**src/rtl/rttq_pkg.sv**
```systemverilog
package rttq_pkg;

   // node indexes are 6 bits wide, so the table depth follows from that width
   localparam int ID_W      = 6;
   localparam int NODES     = 1 << ID_W;
   localparam int PAR_W     = ID_W + 1;
   localparam int DEPTH_W   = 6;
   localparam int STEP_W    = $clog2(NODES + 1);
   localparam int DEPTH_MAX = 63;
   localparam int CHILD_CAP = (NODES - 1 < 63) ? NODES - 1 : 63;

   localparam logic             CMD_ADD     = 1'b0;
   localparam logic             CMD_QUERY   = 1'b1;
   localparam logic             RSP_HEADER  = 1'b0;
   localparam logic             RSP_CHILD   = 1'b1;
   localparam logic [PAR_W-1:0] PARENT_NONE = {PAR_W{1'b1}};

   // halves of the link memory: first-child entries low, next-sibling entries high
   localparam logic             LINK_FC     = 1'b0;
   localparam logic             LINK_NS     = 1'b1;

   typedef logic [ID_W-1:0] node_type;

   typedef enum logic [1:0] {
      NK_ROOT     = 2'd0,
      NK_INTERNAL = 2'd1,
      NK_LEAF     = 2'd2
   } node_kind_type;

   typedef struct packed {
      logic     en;
      node_type parent;
      node_type child;
      logic     first;
   } add_req_type;

   typedef struct packed {
      logic     par_re;
      node_type par_addr;
      logic     fc_re;
      node_type fc_addr;
      logic     ns_re;
      node_type ns_addr;
   } read_req_type;

   typedef struct packed {
      node_type par_idx;
      node_type fc_idx;
      node_type ns_idx;
   } read_data_type;

endpackage

```
**src/rtl/rttq_ram.sv**
```systemverilog
module rttq_ram #(
   parameter int WIDTH = 8,
   parameter int DEPTH = 64
) (
   input  logic                     clock,
   input  logic                     we,
   input  logic [$clog2(DEPTH)-1:0] waddr,
   input  logic [WIDTH-1:0]         wdata,
   input  logic                     re,
   input  logic [$clog2(DEPTH)-1:0] raddr,
   output logic [WIDTH-1:0]         rdata
);

   logic [WIDTH-1:0] mem_ff [DEPTH];
   logic [WIDTH-1:0] rdata_ff;

   always_ff @(posedge clock) begin
      if (we) begin
         mem_ff[waddr] <= wdata;
      end
      if (re) begin
         rdata_ff <= mem_ff[raddr];
      end
   end

   assign rdata = rdata_ff;

endmodule

```
**src/rtl/rttq_store.sv**
```systemverilog
module rttq_store import rttq_pkg::*; (
   input  logic          clock,
   input  logic          reset,
   input  add_req_type   add_req,
   input  read_req_type  rd_req,
   output read_data_type rd_data,
   output logic [NODES-1:0] par_valid,
   output logic [NODES-1:0] fc_valid,
   output logic [NODES-1:0] ns_valid
);

   logic [NODES-1:0] par_valid_ff, par_valid_in;
   logic [NODES-1:0] fc_valid_ff,  fc_valid_in;
   logic [NODES-1:0] ns_valid_ff,  ns_valid_in;
   logic             prev_ok_ff,   prev_ok_in;
   node_type         prev_idx_ff,  prev_idx_in;
   logic             fc_we;
   logic             ns_we;
   logic             link_we;
   logic [ID_W:0]    link_waddr;
   logic             link_re;
   logic [ID_W:0]    link_raddr;
   node_type         link_rdata;

   // a first child restarts the sibling chain, so no sibling link on it
   assign fc_we = add_req.en && add_req.first;
   assign ns_we = add_req.en && !add_req.first && prev_ok_ff;

   always_comb begin
      par_valid_in = par_valid_ff;
      fc_valid_in  = fc_valid_ff;
      ns_valid_in  = ns_valid_ff;
      prev_ok_in   = prev_ok_ff;
      prev_idx_in  = prev_idx_ff;
      if (add_req.en) begin
         par_valid_in[add_req.child] = 1'b1;
         prev_ok_in                  = 1'b1;
         prev_idx_in                 = add_req.child;
      end
      if (fc_we) begin
         fc_valid_in[add_req.parent] = 1'b1;
      end
      if (ns_we) begin
         ns_valid_in[prev_idx_ff] = 1'b1;
      end
   end

   always_ff @(posedge clock) begin
      if (reset) begin
         par_valid_ff <= '0;
         fc_valid_ff  <= '0;
         ns_valid_ff  <= '0;
         prev_ok_ff   <= 1'b0;
         prev_idx_ff  <= '0;
      end else begin
         par_valid_ff <= par_valid_in;
         fc_valid_ff  <= fc_valid_in;
         ns_valid_ff  <= ns_valid_in;
         prev_ok_ff   <= prev_ok_in;
         prev_idx_ff  <= prev_idx_in;
      end
   end

   rttq_ram #(.WIDTH(ID_W), .DEPTH(NODES)) u_par_ram (
      .clock (clock),
      .we    (add_req.en),
      .waddr (add_req.child),
      .wdata (add_req.parent),
      .re    (rd_req.par_re),
      .raddr (rd_req.par_addr),
      .rdata (rd_data.par_idx)
   );

   // first-child and next-sibling writes never coincide, and neither do their
   // reads (head on query accept, siblings while listing), so share one memory
   assign link_we    = fc_we || ns_we;
   assign link_waddr = fc_we ? {LINK_FC, add_req.parent} : {LINK_NS, prev_idx_ff};
   assign link_re    = rd_req.fc_re || rd_req.ns_re;
   assign link_raddr = rd_req.fc_re ? {LINK_FC, rd_req.fc_addr} : {LINK_NS, rd_req.ns_addr};

   rttq_ram #(.WIDTH(ID_W), .DEPTH(2 * NODES)) u_link_ram (
      .clock (clock),
      .we    (link_we),
      .waddr (link_waddr),
      .wdata (add_req.child),
      .re    (link_re),
      .raddr (link_raddr),
      .rdata (link_rdata)
   );

   assign rd_data.fc_idx = link_rdata;
   assign rd_data.ns_idx = link_rdata;

   assign par_valid = par_valid_ff;
   assign fc_valid  = fc_valid_ff;
   assign ns_valid  = ns_valid_ff;

endmodule

```
**src/rtl/rooted_tree_table_query.sv**
```systemverilog
// Add beat: written to the tables at the accept edge; no result.
// Query beat: the header leaves once the parent walk ends (D = parent links
// walked, up to 64, one parent-table read per cycle), then one child beat per cycle,
// while the result side accepts, in sibling order (C children, one next-sibling read
// each, up to 63); the next request beat is taken only after the query's last beat.
// Reset is synchronous: it clears the table valid bits and the previous-child
// mark at once; no clearing pass, the block takes a beat on the next cycle.
module rooted_tree_table_query import rttq_pkg::*; (
   input  logic        clock,
   input  logic        reset,
   // request channel
   input  logic        req_tvalid,
   output logic        req_tready,
   input  logic [15:0] req_tdata,   // [5:0] parent_id, [11:6] child_id, [12] first_child
   input  logic        req_tuser,   // [0] command
   // result channel
   output logic        rsp_tvalid,
   input  logic        rsp_tready,
   output logic [31:0] rsp_tdata,   // [5:0] node_index, [12:6] parent_of_node,
                                    // [18:13] depth, [20:19] node_kind, [26:21] child_index
   output logic        rsp_tuser,   // [0] kind
   output logic        rsp_tlast
);

   typedef enum logic [4:0] {
      ST_IDLE = 5'b00001,
      ST_LOOK = 5'b00010,
      ST_WALK = 5'b00100,
      ST_HEAD = 5'b01000,
      ST_LIST = 5'b10000
   } state_type;

   state_type           state_ff,   state_in;
   node_type            node_ff,    node_in;
   logic [STEP_W-1:0]   steps_ff,   steps_in;
   logic [DEPTH_W-1:0]  depth_ff,   depth_in;
   logic [PAR_W-1:0]    parent_ff,  parent_in;
   node_kind_type       nk_ff,      nk_in;
   node_type            fc_idx_ff,  fc_idx_in;
   node_type            cur_ff,     cur_in;
   logic                cur_ram_ff, cur_ram_in;
   logic [DEPTH_W-1:0]  cnt_ff,     cnt_in;
   logic                rsp_valid_ff, rsp_valid_in;
   logic                rsp_user_ff,  rsp_user_in;
   logic                rsp_last_ff,  rsp_last_in;
   logic [31:0]         rsp_data_ff,  rsp_data_in;

   add_req_type         add_req;
   read_req_type        rd_req;
   read_data_type       rd_data;
   logic [NODES-1:0]    par_valid;
   logic [NODES-1:0]    fc_valid;
   logic [NODES-1:0]    ns_valid;

   logic                accept;
   logic                out_free;
   node_type            req_parent;
   node_type            req_child;
   logic                req_first;
   logic [STEP_W-1:0]   step_base;
   logic [DEPTH_W-1:0]  dep_base;
   logic [STEP_W-1:0]   step_next;
   logic [DEPTH_W-1:0]  dep_next;
   logic                walk_on;
   node_type            list_cur;
   logic                list_more;

   assign req_parent = req_tdata[5:0];
   assign req_child  = req_tdata[11:6];
   assign req_first  = req_tdata[12];

   // one beat at a time: take a request only with no query in flight
   assign req_tready = (state_ff == ST_IDLE);
   assign accept     = req_tvalid && req_tready;
   assign out_free   = !rsp_valid_ff || rsp_tready;

   assign add_req.en     = accept && (req_tuser == CMD_ADD);
   assign add_req.parent = req_parent;
   assign add_req.child  = req_child;
   assign add_req.first  = req_first;

   // one upward step of the walk: the parent read issued last cycle is in
   // rd_data.par_idx; count it and chase it if that node has a parent too and the step limit allows
   assign step_base = (state_ff == ST_LOOK) ? '0 : steps_ff;
   assign dep_base  = (state_ff == ST_LOOK) ? '0 : depth_ff;
   assign step_next = step_base + STEP_W'(1);
   assign dep_next  = (dep_base < DEPTH_W'(DEPTH_MAX)) ? dep_base + DEPTH_W'(1) : dep_base;
   assign walk_on   = (step_next < STEP_W'(NODES)) && par_valid[rd_data.par_idx];

   // the first child comes from the head register, later ones straight off
   // the sibling read port, which holds its data while the result side stalls
   assign list_cur  = cur_ram_ff ? rd_data.ns_idx : cur_ff;
   assign list_more = ns_valid[list_cur] && (cnt_ff < DEPTH_W'(CHILD_CAP));

   always_comb begin
      state_in     = state_ff;
      node_in      = node_ff;
      steps_in     = steps_ff;
      depth_in     = depth_ff;
      parent_in    = parent_ff;
      nk_in        = nk_ff;
      fc_idx_in    = fc_idx_ff;
      cur_in       = cur_ff;
      cur_ram_in   = cur_ram_ff;
      cnt_in       = cnt_ff;
      rsp_valid_in = rsp_valid_ff && !rsp_tready;
      rsp_user_in  = rsp_user_ff;
      rsp_last_in  = rsp_last_ff;
      rsp_data_in  = rsp_data_ff;
      rd_req       = '0;

      case (state_ff)
         ST_IDLE: begin
            if (accept && (req_tuser == CMD_QUERY)) begin
               rd_req.par_re   = 1'b1;
               rd_req.par_addr = req_parent;
               rd_req.fc_re    = 1'b1;
               rd_req.fc_addr  = req_parent;
               node_in         = req_parent;
               state_in        = ST_LOOK;
            end
         end
         ST_LOOK: begin
            // capture the node's own entries, then take the first step if any
            fc_idx_in = rd_data.fc_idx;
            if (par_valid[node_ff]) begin
               parent_in = {1'b0, rd_data.par_idx};
               nk_in     = fc_valid[node_ff] ? NK_INTERNAL : NK_LEAF;
               steps_in  = step_next;
               depth_in  = dep_next;
               if (walk_on) begin
                  rd_req.par_re   = 1'b1;
                  rd_req.par_addr = rd_data.par_idx;
                  state_in        = ST_WALK;
               end else begin
                  state_in = ST_HEAD;
               end
            end else begin
               parent_in = PARENT_NONE;
               nk_in     = NK_ROOT;
               steps_in  = '0;
               depth_in  = '0;
               state_in  = ST_HEAD;
            end
         end
         ST_WALK: begin
            steps_in = step_next;
            depth_in = dep_next;
            if (walk_on) begin
               rd_req.par_re   = 1'b1;
               rd_req.par_addr = rd_data.par_idx;
            end else begin
               state_in = ST_HEAD;
            end
         end
         ST_HEAD: begin
            if (out_free) begin
               rsp_valid_in = 1'b1;
               rsp_user_in  = RSP_HEADER;
               rsp_last_in  = !fc_valid[node_ff];
               rsp_data_in  = {5'b0, node_type'(0), 2'(nk_ff), depth_ff, parent_ff, node_ff};
               if (fc_valid[node_ff]) begin
                  cur_in     = fc_idx_ff;
                  cur_ram_in = 1'b0;
                  cnt_in     = DEPTH_W'(1);
                  state_in   = ST_LIST;
               end else begin
                  state_in = ST_IDLE;
               end
            end
         end
         ST_LIST: begin
            if (out_free) begin
               rsp_valid_in = 1'b1;
               rsp_user_in  = RSP_CHILD;
               rsp_last_in  = !list_more;
               rsp_data_in  = {5'b0, list_cur, 2'(nk_ff), depth_ff, parent_ff, node_ff};
               if (list_more) begin
                  rd_req.ns_re   = 1'b1;
                  rd_req.ns_addr = list_cur;
                  cur_ram_in     = 1'b1;
                  cnt_in         = cnt_ff + DEPTH_W'(1);
               end else begin
                  state_in = ST_IDLE;
               end
            end
         end
         default: begin
            state_in = ST_IDLE;
         end
      endcase
   end

   always_ff @(posedge clock) begin
      if (reset) begin
         state_ff     <= ST_IDLE;
         rsp_valid_ff <= 1'b0;
         cur_ram_ff   <= 1'b0;
      end else begin
         state_ff     <= state_in;
         rsp_valid_ff <= rsp_valid_in;
         cur_ram_ff   <= cur_ram_in;
      end
   end

   always_ff @(posedge clock) begin
      node_ff     <= node_in;
      steps_ff    <= steps_in;
      depth_ff    <= depth_in;
      parent_ff   <= parent_in;
      nk_ff       <= nk_in;
      fc_idx_ff   <= fc_idx_in;
      cur_ff      <= cur_in;
      cnt_ff      <= cnt_in;
      rsp_user_ff <= rsp_user_in;
      rsp_last_ff <= rsp_last_in;
      rsp_data_ff <= rsp_data_in;
   end

   rttq_store u_store (
      .clock     (clock),
      .reset     (reset),
      .add_req   (add_req),
      .rd_req    (rd_req),
      .rd_data   (rd_data),
      .par_valid (par_valid),
      .fc_valid  (fc_valid),
      .ns_valid  (ns_valid)
   );

   assign rsp_tvalid = rsp_valid_ff;
   assign rsp_tuser  = rsp_user_ff;
   assign rsp_tlast  = rsp_last_ff;
   assign rsp_tdata  = rsp_data_ff;

endmodule
```
**config.mk**
```make
export PLATFORM = sky130hd
export DESIGN_NAME = rooted_tree_table_query
export DESIGN_NICKNAME = d
export VERILOG_FILES = /design/src/rtl/rttq_pkg.sv /design/src/rtl/rttq_ram.sv /design/src/rtl/rttq_store.sv /design/src/rtl/rooted_tree_table_query.sv
export SDC_FILE = /design/constraint.sdc
export NUM_CORES = 2
export LEC_CHECK = 0
export BUFFER_PORTS_ARGS = -buffer_cell sky130_fd_sc_hd__buf_2
export CAP_MARGIN = 0
export CORE_MARGIN = 4
export CORE_UTILIZATION = 50
export DETAILED_ROUTE_END_ITERATION = 12
export PLACE_DENSITY = 0.68
export SYNTH_ARGS = -nofsm -noshare
export SYNTH_HDL_FRONTEND = slang
export SYNTH_SLANG_ARGS = --single-unit
```
**constraint.sdc**
```tcl
create_clock -name clock -period 5.6 [get_ports clock]
set_input_delay 0.56 -clock clock [delete_from_list [all_inputs] [get_ports clock]]
set_output_delay 0.56 -clock clock [all_outputs]
set_load 0.02 [all_outputs]
```
==> results.yml <==
timing:
  slew_violations: 0
  skew_ns: 0.0404
  hold_viol: 0
  rsz0062_at_grt: "false"
  fmax_mhz: 182
  fin_crit_sh_pct: 98.1
  setup_tns_ns: 0
  period_needed_ns: 5.49
  setup_viol_count_final: 0
  worst_pin_slew_ns: 1.36
  max-slew-margin-rel_pct: 9.36
cells_and_area:
  final_common_cell: "edfxtp_1"
  n_fill_cell: 9296
  fin_area_mm2: 0.0662
  drive_above_1_share_pct: 10.9
  final_nets: 4863
  syn2layout_area_growth_pct: 12.3
  final_cell_mix: "1239 x edfxtp_1, 963 x nand2_1, 637 x nor2_1"
routing:
  via_per_inst: 6.15
  dr.pass1.iters: 6
  wl_per_cell_um: 25.4
  wl_mm: 165
  vias: 39834
  ant_nets: 0
  route.detailed.drc: 0
  first_iter_violations: 5374
yosys:
  yosys-top-cells-area: "edfxtp_1 63%, dfxtp_1 7.0%, nand2_1 6.1%"
  synth-seq-cells: 1445
  synth_top_cell_by_area: "edfxtp_1"
  synth_warnings: 0
  synth_seq_area_share_pct: 70.1
  synth.distinct_cells: 78
  async_reset_ff_share_pct: 0
  avgSynthCellArea_um2: 12.4
  synth_top_area_share_pct: 63.1
  synth_flop_cell: "edfxtp_1"
  netlist_area_mm2: 0.0590
  synth_edf_count: 1239
  synth_cells: 4754
power:
  leakage_nw: 22.3
  peakVddDrop_uv: 329
  power.density_mw_per_mm2: 345
cts:
  worstSkewPairLatency_ns: 0.77
  cts_tree: "built"
  htreeDepth: 4
  clock_sinks: 1445
  path_clk_slew_ns: 0.06
  clk_path_buf_depth: 3
  numCtsBuffers: 148
  cts_root_buf: "clkbuf_16"
worst_setup_path:
  rr_startpoint: "cur_ram_ff"
  critPathMaxStageDelay_ns: 0.71
  r2r_cells: 16
  r2r_slack_ns: 0.11
  required_ns: 6.25
  crit_type: "flip-flop to flip-flop"
  r2r-end: "u_store.u_link_ram.rdata[5]"
  worstPathArrival_ns: 6.14
  cpMostUsedCell: "buf_4"
  crit_path_end: "u_store.u_link_ram.rdata[5]"
  start_kind: "flip-flop"
  worstPathMaxFanout: 23
  path_cells: "buf_4 > mux2i_1 > nor2_1 > nand2_1 > a21oi_1 > a2111oi_2 > nand4_2 > buf_12 > a31oi_4 > buf_4 > nor4_1 > buf_4 > a32oi_1 > o211ai_1 > o21ai_0 > and4b_1"
  crit_path_end_kind: "flip-flop"
  crit_slowest_cell: "dfxtp_1"
  startpoint: "cur_ram_ff"
floorplanning:
  die_area_mm2: 0.123
  io_pins: 57
  core_mm2: 0.117
  rows: 125
  die_w_um: 351
  chipHeight_um: 351
  initial_core_util_pct: 50.5
global_route:
  grt_start_max_net_pins: 128
  grt_remaining_overflow: 0
  grtUsageTotal_pct: 26.2
  grt_pass1_wl_mm: 242
  antenna_found_initial: 9
  grt_pass1_vias: 37703
place:
  io_buffers: 48
  dpl.hpwl_mm: 105
  place_congestion: 0.932
  place_area_mm2: 0.0614
status:
  outcome: "complete, no violations"
worst_hold_path:
  hold_path.class: "input pin to flip-flop"
  hold_path_depth: 3
run:
  maxCapViolations: 0
## cell usage after synthesis (all sizes together), types with 17 or more instances
library cell and n:
nand2 964, nor2b 18, a211oi 21, buf 184, mux2i 105, a32oi 73
clkbuf 121, a311oi 22, nand4 33, o21ai 50, mux4 58, nand2b 17
and3 25, o22ai 56, nor3 31, dfxtp 206, a21oi 292, a22oi 37
nor4 17, nor2 640, edfxtp 1239, a31oi 57, o221ai 18, nand3 261
## per-stage QoR
stage	instances	utilization, %	setup slack (ns)	hold slack [ns]	power (mW)
2_1_floorplan	4758	-	1.59	0.400	12.8
6_report	6481	56.8	0.106	0.210	22.8
4_1_cts	6474	56.7	0.234	0.177	22.9
3_5_place_dp	6210	52.7	0.277	0.405	13.4
5_1_grt	6477	56.8	0.0590	0.185	23.5
3_3_place_gp	6210	52.7	0.325	0.400	13.4
## critical path: cells and delay by family (launching register included)
kind                   cells  cell delay, ns
AO/OA/AOI/OAI              6            1.84
buffers and inverters      4            1.20
flip-flops                 1            0.71
multiplexers               1            0.48
AND/OR/NAND/NOR            5            1.14
## cell families (layout without fill, tap and decap cells)
| kind of cell | after synthesis | in the layout | synth area share [%] |
|---|---|---|---|
| and+or+nand+nor | 2066 | 2066 | 14.7 |
| DFF | 1445 | 1445 | 70.1 |
| AOI/OAI and AO/OA | 737 | 737 | 8.32 |
| xor gates and xnor gates | 12 | 12 | 0.178 |
| buffers and inverters | 321 | 516 | 2.57 |
| other | 1 | 9 | 0.00636 |
| muxes | 169 | 169 | 4.11 |
| adders and majority gates | 3 | 3 | 0.0637 |
## worst min path at each step
stage | to | slack, ns | startpoint
finish | u_store.prev_idx_ff[0] | 0.21 | req_tdata[6]
floorplan | cur_ff[0] | 0.40 | fc_idx_ff[0]
global route | u_store.u_link_ram.mem_ff[100][0] | 0.18 | req_tdata[6]
global placement | cur_ff[4] | 0.40 | fc_idx_ff[4]
detailed placement | cur_ff[1] | 0.40 | fc_idx_ff[1]
CTS | u_store.prev_idx_ff[0] | 0.18 | req_tdata[6]
## power breakdown
part	total [mW]	switching (mW)	internal, mW	leakage, nW
Combinational	1.43	1.02	0.410	7.26
Sequential	11.8	0.0642	11.7	12.8
Clock	9.63	4.13	5.50	2.28
## routing by layer
layer	vias to the layer above	track usage (%)	routed length (um)
li1	17673	-	-
met1	19454	36.6	65100
met2	2339	40.2	75000
met3	362	5.63	17400
met4	6	11.3	7130
met5	-	0	37
## sequential cells by signal, summed over array words and instances, names as in the netlist, 7 cells and up
register                   flops
u_store.par_valid             64
u_store.u_link_ram.mem_ff    768
u_store.fc_valid              64
u_store.ns_valid              64
u_store.u_par_ram.mem_ff     384
rsp_tdata                     27
steps_ff                       7
parent_ff                      7
## what timing repair did
| action | in CTS | in global routing |
|---|---|---|
| endpoints found under the setup margin | 0 | 3 |
| resized for setup | 0 | 2 |
| hold buffers | 0 | 0 |
| setup buffers | 0 | 3 |
## layout make-up
class	count	area [um2]	share of cell area [%]
multi-input cells	2992	16200	24.5
clock inverters	65	669	1.01
well taps	1524	1910	2.88
clock buffers	199	4060	6.13
inverters	16	60.1	0.0907
repair buffers	236	1960	2.96
diodes	4	10.0	0.0151
flip-flops and latches	1445	41300	62.4
(Power assumes the default switching activity.)
